**config.mk**
```make
export PLATFORM = sky130hd
export DESIGN_NAME = two_arm_bandit_mode_selector_top
export DESIGN_NICKNAME = d
export VERILOG_FILES = /design/src/rtl/tabms_pkg.sv /design/src/rtl/tabms_front.sv /design/src/rtl/tabms_queue.sv /design/src/rtl/tabms_back.sv /design/src/rtl/two_arm_bandit_mode_selector_top.sv
export SDC_FILE = /design/constraint.sdc
export NUM_CORES = 2
export LEC_CHECK = 0
export BUFFER_PORTS_ARGS = -buffer_cell sky130_fd_sc_hd__buf_2
export CAP_MARGIN = 10
export CORE_UTILIZATION = 50
export CTS_BUF_LIST = sky130_fd_sc_hd__clkbuf_8 sky130_fd_sc_hd__clkbuf_16
export DETAILED_ROUTE_END_ITERATION = 6
export GPL_TIMING_DRIVEN = 0
export PLACE_DENSITY = 0.75
export SLEW_MARGIN = 25
export SYNTH_ARGS = -nofsm -noshare
export SYNTH_HDL_FRONTEND = slang
export SYNTH_SLANG_ARGS = --single-unit
export TNS_END_PERCENT = 100
```
**constraint.sdc**
```tcl
create_clock -name clock -period 9.7 [get_ports clock]
set_clock_uncertainty 0.15 [all_clocks]
set_input_delay 1.455 -clock clock [delete_from_list [all_inputs] [get_ports clock]]
set_output_delay 1.455 -clock clock [all_outputs]
set_load 0.05 [all_outputs]
```
**src/rtl/tabms_pkg.sv**
```systemverilog
// Shared types and constants for the two-arm bandit mode selector.
package tabms_pkg;

   localparam int QW = 32;
   localparam int RW = 30;
   localparam int FRAC_BITS = 24;
   localparam int DW = 17;
   localparam logic [DW-1:0] DECAY_ONE = 17'd65536;
   localparam logic [15:0] DECAY_STEP = 16'd62259;

   typedef struct packed {
      logic [32:0] x;
      logic [32:0] d;
   } job_type;

endpackage

```
**src/rtl/tabms_front.sv**
```systemverilog
// Front end: takes request words and forms log2 argument and divisor.
module tabms_front (
   input  logic                   clock,
   input  logic                   reset,
   input  logic                   req_tvalid,
   output logic                   req_tready,
   input  logic [63:0]            req_tdata,
   output logic                   push,
   output tabms_pkg::job_type     push_job,
   input  logic                   q_ready
);

   logic               full_ff, full_in;
   tabms_pkg::job_type job_ff, job_in;

   assign push       = full_ff & q_ready;
   assign push_job   = job_ff;
   assign req_tready = ~full_ff | q_ready;

   always_comb begin
      full_in = full_ff;
      job_in  = job_ff;
      if (push) full_in = 1'b0;
      if (req_tvalid && req_tready) begin
         full_in  = 1'b1;
         job_in.x = {1'b0, req_tdata[31:0]} + 33'd1;
         job_in.d = {1'b0, req_tdata[63:32]} + 33'd1;
      end
   end

   always_ff @(posedge clock) begin
      if (reset) full_ff <= 1'b0;
      else full_ff <= full_in;
      job_ff <= job_in;
   end

endmodule

```
**src/rtl/tabms_queue.sv**
```systemverilog
// Two-entry queue between front and back ends.
module tabms_queue (
   input  logic                clock,
   input  logic                reset,
   input  logic                push,
   input  tabms_pkg::job_type  push_job,
   output logic                q_ready,
   input  logic                pop,
   output logic                q_valid,
   output tabms_pkg::job_type  pop_job
);

   tabms_pkg::job_type mem_ff [2];
   logic       wp_ff, wp_in, rp_ff, rp_in;
   logic [1:0] cnt_ff, cnt_in;

   assign q_ready = cnt_ff != 2'd2;
   assign q_valid = cnt_ff != 2'd0;
   assign pop_job = mem_ff[rp_ff];

   always_comb begin
      wp_in  = wp_ff ^ push;
      rp_in  = rp_ff ^ pop;
      cnt_in = cnt_ff + {1'b0, push} - {1'b0, pop};
   end

   always_ff @(posedge clock) begin
      if (reset) begin
         wp_ff  <= 1'b0;
         rp_ff  <= 1'b0;
         cnt_ff <= 2'd0;
      end else begin
         wp_ff  <= wp_in;
         rp_ff  <= rp_in;
         cnt_ff <= cnt_in;
      end
      if (push) mem_ff[wp_ff] <= push_job;
   end

endmodule

```
**src/rtl/tabms_back.sv**
```systemverilog
// Back end: iterative log2, divider, value update, scoring and result register.
module tabms_back (
   input  logic                clock,
   input  logic                reset,
   input  logic                q_valid,
   input  tabms_pkg::job_type  pop_job,
   output logic                pop,
   output logic                rsp_tvalid,
   input  logic                rsp_tready,
   output logic [63:0]         rsp_tdata
);

   localparam logic [2:0] S_IDLE = 3'd0;
   localparam logic [2:0] S_NORM = 3'd1;
   localparam logic [2:0] S_SQR  = 3'd2;
   localparam logic [2:0] S_DIV  = 3'd3;
   localparam logic [2:0] S_UPD  = 3'd4;
   localparam logic [2:0] S_MUL  = 3'd5;
   localparam logic [2:0] S_CMP  = 3'd6;

   logic [2:0]  st_ff, st_in;
   logic [31:0] m_ff, m_in;
   logic [5:0]  e_ff, e_in;
   logic [4:0]  cnt_ff, cnt_in;
   logic [32:0] d_ff, d_in;
   logic [33:0] rem_ff, rem_in;
   logic [29:0] dvd_ff, dvd_in;
   logic [29:0] quo_ff, quo_in;
   logic [31:0] qn_ff, qn_in;
   logic signed [48:0] prod_ff, prod_in;
   logic [16:0] dnext_ff, dnext_in;

   logic        act_ff, act_in;
   logic signed [31:0] val_ff [2];
   logic signed [31:0] val_in [2];
   logic [29:0] prev_ff [2];
   logic [29:0] prev_in [2];
   logic [16:0] dec_ff, dec_in;

   logic        ov_ff, ov_in;
   logic [63:0] od_ff, od_in;

   logic [63:0] sq;
   logic [33:0] rsh;
   logic signed [35:0] sum;
   logic signed [33:0] qs;
   logic signed [32:0] scur;
   logic        nxt;
   logic [32:0] dmul;

   assign pop        = (st_ff == S_IDLE) & q_valid;
   assign rsp_tvalid = ov_ff;
   assign rsp_tdata  = od_ff;

   always_comb begin
      st_in = st_ff; m_in = m_ff; e_in = e_ff; cnt_in = cnt_ff; d_in = d_ff;
      rem_in = rem_ff; dvd_in = dvd_ff; quo_in = quo_ff; qn_in = qn_ff;
      prod_in = prod_ff; dnext_in = dnext_ff; act_in = act_ff;
      val_in = val_ff; prev_in = prev_ff; dec_in = dec_ff;
      ov_in = ov_ff & ~rsp_tready; od_in = od_ff;
      sq   = {32'd0, m_ff} * {32'd0, m_ff};
      rsh  = {rem_ff[32:0], dvd_ff[29]};
      sum  = 36'(signed'(val_ff[act_ff])) * 36'sd3
           + $signed({5'd0, quo_ff, 1'b0}) - $signed({6'd0, prev_ff[act_ff]});
      qs   = sum[35:2];
      scur = prod_ff[48:16];
      nxt  = $signed({val_ff[1][31], val_ff[1]}) > scur;
      if (act_ff) nxt = scur > $signed({val_ff[0][31], val_ff[0]});
      dmul = {16'd0, dec_ff} * {17'd0, tabms_pkg::DECAY_STEP};
      unique case (st_ff)
         S_IDLE: begin
            if (q_valid) begin
               d_in   = pop_job.d;
               cnt_in = 5'd0;
               if (pop_job.x[32]) begin
                  m_in  = 32'h8000_0000;
                  e_in  = 6'd32;
                  st_in = S_SQR;
               end else begin
                  m_in  = pop_job.x[31:0];
                  e_in  = 6'd31;
                  st_in = S_NORM;
               end
            end
         end
         S_NORM: begin
            if (m_ff[31]) st_in = S_SQR;
            else begin
               m_in = {m_ff[30:0], 1'b0};
               e_in = e_ff - 6'd1;
            end
         end
         S_SQR: begin
            m_in   = sq[63] ? sq[63:32] : sq[62:31];
            dvd_in = {dvd_ff[28:0], sq[63]};
            cnt_in = cnt_ff + 5'd1;
            if (cnt_ff == 5'(tabms_pkg::FRAC_BITS - 1)) begin
               dvd_in = {e_ff, dvd_ff[22:0], sq[63]};
               rem_in = 34'd0;
               cnt_in = 5'd0;
               st_in  = S_DIV;
            end
         end
         S_DIV: begin
            dvd_in = {dvd_ff[28:0], 1'b0};
            if (rsh >= {1'b0, d_ff}) begin
               rem_in = rsh - {1'b0, d_ff};
               quo_in = {quo_ff[28:0], 1'b1};
            end else begin
               rem_in = rsh;
               quo_in = {quo_ff[28:0], 1'b0};
            end
            cnt_in = cnt_ff + 5'd1;
            if (cnt_ff == 5'd29) st_in = S_UPD;
         end
         S_UPD: begin
            if (qs > 34'sh0_7FFF_FFFF) qn_in = 32'h7FFF_FFFF;
            else if (qs < -34'sh0_8000_0000) qn_in = 32'h8000_0000;
            else qn_in = qs[31:0];
            st_in = S_MUL;
         end
         S_MUL: begin
            prod_in  = 49'(signed'(qn_ff)) * $signed({32'd0, dec_ff});
            dnext_in = dmul[32:16];
            val_in[act_ff]  = qn_ff;
            prev_in[act_ff] = quo_ff;
            st_in = S_CMP;
         end
         S_CMP: begin
            if (!ov_in) begin
               ov_in  = 1'b1;
               od_in  = {qn_ff, quo_ff, nxt != act_ff, nxt};
               dec_in = (nxt != act_ff) ? tabms_pkg::DECAY_ONE : dnext_ff;
               act_in = nxt;
               st_in  = S_IDLE;
            end
         end
         default: st_in = S_IDLE;
      endcase
   end

   always_ff @(posedge clock) begin
      if (reset) begin
         st_ff  <= S_IDLE;
         act_ff <= 1'b0;
         val_ff <= '{default: '0};
         prev_ff <= '{default: '0};
         dec_ff <= tabms_pkg::DECAY_ONE;
         ov_ff  <= 1'b0;
      end else begin
         st_ff  <= st_in;
         act_ff <= act_in;
         val_ff <= val_in;
         prev_ff <= prev_in;
         dec_ff <= dec_in;
         ov_ff  <= ov_in;
      end
      m_ff <= m_in; e_ff <= e_in; cnt_ff <= cnt_in; d_ff <= d_in;
      rem_ff <= rem_in; dvd_ff <= dvd_in; quo_ff <= quo_in; qn_ff <= qn_in;
      prod_ff <= prod_in; dnext_ff <= dnext_in; od_ff <= od_in;
   end

`ifndef SYNTH
   a_hold: assert property (@(posedge clock) disable iff (reset)
      ov_ff && !rsp_tready |=> $stable(od_ff))
      else $error("result changed while stalled");
   a_decay: assert property (@(posedge clock) disable iff (reset)
      dec_ff <= tabms_pkg::DECAY_ONE)
      else $error("decay above one");
   a_pop: assert property (@(posedge clock) disable iff (reset)
      pop |=> st_ff == S_NORM || st_ff == S_SQR)
      else $error("pop without start");
   a_sw: assert property (@(posedge clock) disable iff (reset)
      ov_in && !ov_ff && od_in[1] |=> dec_ff == tabms_pkg::DECAY_ONE)
      else $error("decay not reset on switch");
`endif

endmodule

```
**src/rtl/two_arm_bandit_mode_selector_top.sv**
```systemverilog
// Two-arm bandit mode selector, top level.
// Path from accept to result valid: front register, queue write, normalize,
// 24 log2 squaring steps, 30 divider steps, then the update, multiply and compare states.
// The back end takes one word per pass and pops the next word only when idle;
// a stalled result holds the back end.
// Reset: synchronous; clears values, rewards, active arm and sets decay to 1.0.
module two_arm_bandit_mode_selector_top (
   input  logic        clock,
   input  logic        reset,
   input  logic        req_tvalid,
   output logic        req_tready,
   input  logic [63:0] req_tdata,   // phase_conflicts[31:0], phase_decisions[63:32]
   output logic        rsp_tvalid,
   input  logic        rsp_tready,
   output logic [63:0] rsp_tdata    // next_arm[0], switched[1], phase_reward[31:2],
                                    // updated_value[63:32]
);

   logic push, q_ready, pop, q_valid;
   tabms_pkg::job_type push_job, pop_job;

   tabms_front u_front (
      .clock, .reset, .req_tvalid, .req_tready, .req_tdata,
      .push, .push_job, .q_ready
   );

   tabms_queue u_queue (
      .clock, .reset, .push, .push_job, .q_ready, .pop, .q_valid, .pop_job
   );

   tabms_back u_back (
      .clock, .reset, .q_valid, .pop_job, .pop, .rsp_tvalid, .rsp_tready, .rsp_tdata
   );

endmodule
```
* Word-level counts from Yosys, hierarchy flattened
Memories as Yosys holds them, arrays and structs flattened. A register that Yosys moved wholly into a read port is not among the register bits. Cells that the tools add are included.
Storage, ports and cells: output and inout port bits 66, memories kept 1, bits in registers 548, bits of input ports 68, RAM bits 132
Cells by class: bitwise operators 10, $add $sub $neg 9, $mul 4, muxes and demuxes 46, equality and inequality tests 16, reduce and logical (&&, ||, !) cells 17, magnitude comparators 7
Memory list:
- u_queue.mem_ff | words 2, bits a word 66, rd ports 1, clocked after Yosys merged registers in 1, wr ports 1, RTL line tabms_queue.sv:13 | tabms_pkg::job_type mem_ff [2];
Operators by type and width (number):
- two-way mux 32 bit | 9
- two-way mux 30 bit | 5
- case mux 32 bit (3 select lines) | 1
- adder 32 x 1 -> 33 bit (second input constant) | 2
- two-way mux 33 bit | 2
- case mux 33 bit (2 select lines) | 1
- bitwise mux 64 bit | 1
- multiplier 32 x 32 -> 64 bit | 1
- bitwise mux 60 bit | 1
- case mux 30 bit (2 select lines) | 1
- multiplier 32 x 18 -> 49 bit | 1
- adder 35 x 32 -> 36 bit | 1
- subtractor 36 x 31 -> 36 bit | 1
- multiplier 32 x 3 -> 35 bit (second input constant) | 1
- >= comparator 34 x 33 -> 1 bit | 1
- > comparator 34 x 32 -> 1 bit (second input constant) | 1
- less-than comparator 34 x 32 -> 1 bit (second input constant) | 1
- > comparator 32 x 33 -> 1 bit | 1
- > comparator 33 x 32 -> 1 bit | 1
- multiplier 17 x 16 -> 33 bit (second input constant) | 1
- subtractor 33 bit | 1
- demux 32 bit (select 1 bit) | 1
- demux 30 bit (select 1 bit) | 1
- case mux 3 bit (7 select lines) | 1
- 33 further kinds | 71

* Depth between registers and ports, before layout
word-level depth 9, gate-level depth with buffers 31, depth with buffers taken out 28

* By module
From an unflattened synthesis, not the netlist that was laid out.
Unflattened totals: cell total of the unflattened synthesis 8331, area, all modules 84135.7 µm²
Modules (own cells, without submodules):
- tabms_back | seq. area each 12381.9 µm², instances 1, cells each 7856, area an instance 75782.7 µm²
- tabms_queue | seq. area each 4043.9 µm², instances 1, cells each 224, area an instance 5076.1 µm²
- tabms_front | seq. area each 2001.9 µm², instances 1, cells each 251, area an instance 3276.9 µm²

* Least setup slack after synthesis
Ideal clock, no wire load.
path type register to register, start reg u_back.m_ff[13], end reg u_back.m_ff[26] (data pin), arrival 7.870 ns, setup slack 1.420 ns, required time 9.289 ns, stages on the path, launching flop included 30, path buffers 3, cell sequence edfxtp_1 clkbuf_1 clkbuf_1 and2_1 fa_1 inv_1 fa_1 inv_1 fa_1 inv_1 fa_1 inv_1 fa_1 fa_1 fa_1 inv_1 fa_1 inv_1 ha_1 clkbuf_1 nand2_1 nor4_1 a21oi_1 o22a_1 a2111oi_2 o211ai_1 nand2b_1 a21oi_1 xnor2_1 a221o_1
On the way: cells in the longest elaborated chain, start to end 3
RTL lines:
- start: declaration | RTL line tabms_back.sv:22 | logic [31:0] m_ff, m_in;
- start signal: assignment | RTL line tabms_back.sv:158 | m_ff <= m_in; e_ff <= e_in; cnt_ff <= cnt_in; d_ff <= d_in;
- multiplier 32 x 32 -> 64 bit | RTL line tabms_back.sv:61 | sq = {32'd0, m_ff} * {32'd0, m_ff};
- two-way mux 32 bit | RTL line tabms_back.sv:94 | m_in = sq[63] ? sq[63:32] : sq[62:31];
- case mux 32 bit (3 select lines) | RTL line tabms_back.sv:70 | unique case (st_ff)
- net u_back.m_in[26] | RTL line tabms_back.sv:22
The timed path passes the listed nets, and every way through them passes these cells. A chain may end at the register's enable or synchronous reset.

* Worst setup path after layout
start reg u_back.m_ff[27], end reg u_back.m_ff[29] (data pin)
Same word-level chain as after synthesis.

==> summary.txt <==
placeable core region -> 166000 um^2
worst reg2reg startpoint -> u_back.m_ff[27]$_DFFE_PP_
Setup crit start kind -> register
critical path peak fanout -> 10
distinct cell type count of the synthesized netlist -> 85
grt met1 use -> 36.7%
vias per inst -> 5.49
first-pass GRT wire length -> 367000 um
worst slew pin tran -> 1050 ps
post-place setup slack -> -1130 ps
DP Wirelength -> 193000 um
antenna violations before repair -> 23
run status -> finished with violations
all-layer global routing usage -> 28.7%
total die area -> 169000 um^2
pin count of the biggest net entering global routing -> 48
Top cell by count, worst path -> fa_1
cell types with the largest area share after synthesis -> fa_1 (35%), edfxtp_1 (18%), ha_1 (11%)
total number of vias -> 59487
die width -> 411 um
met3 track demand over resource -> 6.02%
fmax -> 0.105 GHz
post-route cell area -> 90400 um^2
Min-Delay Path Class -> register to register
ys flop type -> edfxtp_1
number of nets in the layout -> 10833
mean cell area of the mapped netlist -> 10.1 um^2
overall overflow remaining after global route -> 0
initial cell density of the core -> 50.5%
smallest setup slack after layout -> 220 ps
met2 usage -> 46.1%
Num CTS Buffers -> 72
total number of yosys warnings -> 0
post-synthesis cell type with the largest combined area -> fa_1
top-level I/O count -> 134
Hold-fix buffers, CTS -> 0
dpl cell area -> 87500 um^2
worst reg-to-reg setup slack -> 220 ps
Detailed Routing Iterations Pass 1 -> 7
routed wire length -> 237000 um
clock network latency to the later pin of the worst-skew pair -> 720 ps
Setup Crit Path Kind -> register to register
Worst Hold Launch -> u_back.dvd_ff[18]$_DFFE_PP_
#FFs+latches synth -> 664
Hold Fails Final Rpt -> 0
WL/cell -> 21.8 um
post-synth design cell area -> 83600 um^2
share of the clock period used by the worst path after layout -> 97.7%
final setup fails -> 0
CP Data Arrival Time -> 9850 ps
CTS tree -> done
# rows -> 149
final weighted congestion in routability-driven placement -> 1.03
largest stage delay on the critical path -> 720 ps
GRT busiest layer -> met2
CP Data Required Time -> 10070 ps
async set-or-reset flop fraction in the synthesized netlist -> 0%
number of flops mapped to enable cells by yosys -> 513
Util after Layout -> 54.6%
buffer depth of the longest clock path -> 3
height of the die -> 411 um
number of routed nets with antenna violations -> 0
H-tree depth -> 3
failing checks -> design-rule violations
timing startpoint of the critical path -> u_back.m_ff[27]$_DFFE_PP_
master cell of the clock root buffer -> clkbuf_16
RSZ-0062 raised after global routing -> no
clock period minus worst slack -> 9480 ps
Buffers on Ports -> 132
# clock sinks -> 664
Area growth, synth to finish -> 8.04%
Syn Inst Count -> 8317
fraction of the yosys area taken by sequential cells -> 22.0%
Max Cap Viol -> 0
library cell contributing the largest single delay on the critical path -> clkbuf_1
vias in the first global route -> 64040
category of the worst setup path capture point -> register
DRC Markers -> 5
fraction of layout cells with a size suffix above 1 -> 6.23%
Synthesized Nets -> 10572
Slew HR -> 29.8%
number of DRC markers after the initial detailed-route iteration -> 4807
clock-pin slew reported for the worst setup and hold paths after clock tree synthesis -> 60 ps
final count of pins violating max slew -> 0
area share of the largest cell type after synthesis -> 35.3%
## sequential cells by signal, summed over array words and instances, names as in the netlist, 17 cells and up
| signal | flops |
|---|---|
| u_back.dvd_ff | 30 |
| u_back.m_ff | 32 |
| u_back.rsp_tdata | 64 |
| u_back.dec_ff | 17 |
| u_front.push_job | 66 |
| u_back.dnext_ff | 17 |
| u_back.val_ff | 64 |
| u_back.prod_ff | 33 |
| u_back.quo_ff | 30 |
| u_queue.mem_ff | 132 |
| u_back.qn_ff | 32 |
| u_back.rem_ff | 33 |
| u_back.prev_ff | 60 |
| u_back.d_ff | 33 |
## per-layer routing
layer	wire (um)	up-vias
met2	109000	2568
met4	14200	12
met5	80	-
met3	21700	691
met1	91700	29977
li1	-	26239
## worst paths after layout
path | endpoint | cells past startpoint
setup / recovery | u_back.m_ff[29]$_DFFE_PP_ | 25
hold / removal | u_back.dvd_ff[19]$_DFFE_PP_ | 0
setup reg to reg | u_back.m_ff[29]$_DFFE_PP_ | 25
hold reg to reg | u_back.dvd_ff[19]$_DFFE_PP_ | 0
## Yosys cell counts (8+ instances only)
master	count
a211o_1	8
a211oi_1	17
a21boi_0	9
a21o_1	104
a21oi_1	288
a22o_1	18
a31o_2	18
a31oi_1	23
and2_1	422
and3_1	21
and4_1	9
buf_2	10
clkbuf_1	302
dfxtp_1	151
edfxtp_1	513
fa_1	1473
ha_1	714
inv_1	1965
mux2_2	41
mux2i_1	92
nand2_1	1020
nand2b_1	26
nand3_1	71
nand4_1	51
nor2_1	218
nor2b_1	28
nor3_1	54
nor4_1	14
o211ai_1	14
o21a_1	70
o21ai_0	97
o21ai_1	12
o21ai_2	21
o21bai_1	16
o221ai_1	18
o31ai_1	12
or2_2	9
or3_1	11
xnor2_1	148
xor2_1	93
## area by class of cell
class	instances	area (um^2)
Clock inverter	59	566
Multi-Input combinational cell	5360	56700
Tap cell	2189	2740
Sequential cell	664	18400
Inverter	1969	7400
Clock buffer	74	1830
Timing Repair Buffer	192	1280
Buffer	319	1380
Antenna cell	7	17.5
Fill cell	14268	75200
## through the flow
step	hold WS [ps]	setup TNS, ps	instances
finish	269	0	10833
global route	274	0	10828
CTS	269	0	10811
detailed placement	255	-33910	10673
global placement	254	-195930	10638
floorplan	250	0	8317
## cells in the final DEF (no fill, tap or decap), drive strengths merged, types with 26 or more instances in the layout
master and count:
a21o 104, a21oi 292, and2 422, buf 217, clkbuf 367, clkinv 29
dfxtp 151, edfxtp 513, fa 1473, ha 714, inv 1986, mux2 41
mux2i 92, nand2 1020, nand2b 26, nand3 71, nand4 51, nor2 219
nor2b 28, nor3 54, o21a 70, o21ai 130, xnor2 148, xor2 93
## worst max-delay path, delay by kind of cell, from the launching register on
family,cells,cell delay (ps)
simple gates,3,810
compound gates,8,2250
fa+ha+maj,8,3830
flops,1,650
buf+inv,6,1560
## cells by family after synthesis
family	Yosys count	share of synthesized area, %
fa+ha+maj	2187	45.9
mux	133	1.65
buf+inv	2293	10.3
xor+xnor	241	2.52
simple gates	1973	10.9
compound gates	826	6.56
flops	664	22.0
## what timing repair did
action / CTS / global route
resized for setup: 60 / 80
buffers inserted: 6 / 17
pin swaps: 0 / 2
endpoints found under the setup margin: 33 / 33
Power is not shown: default switching activity piles up to over one toggle a cycle in this logic, so the estimate is an artifact.
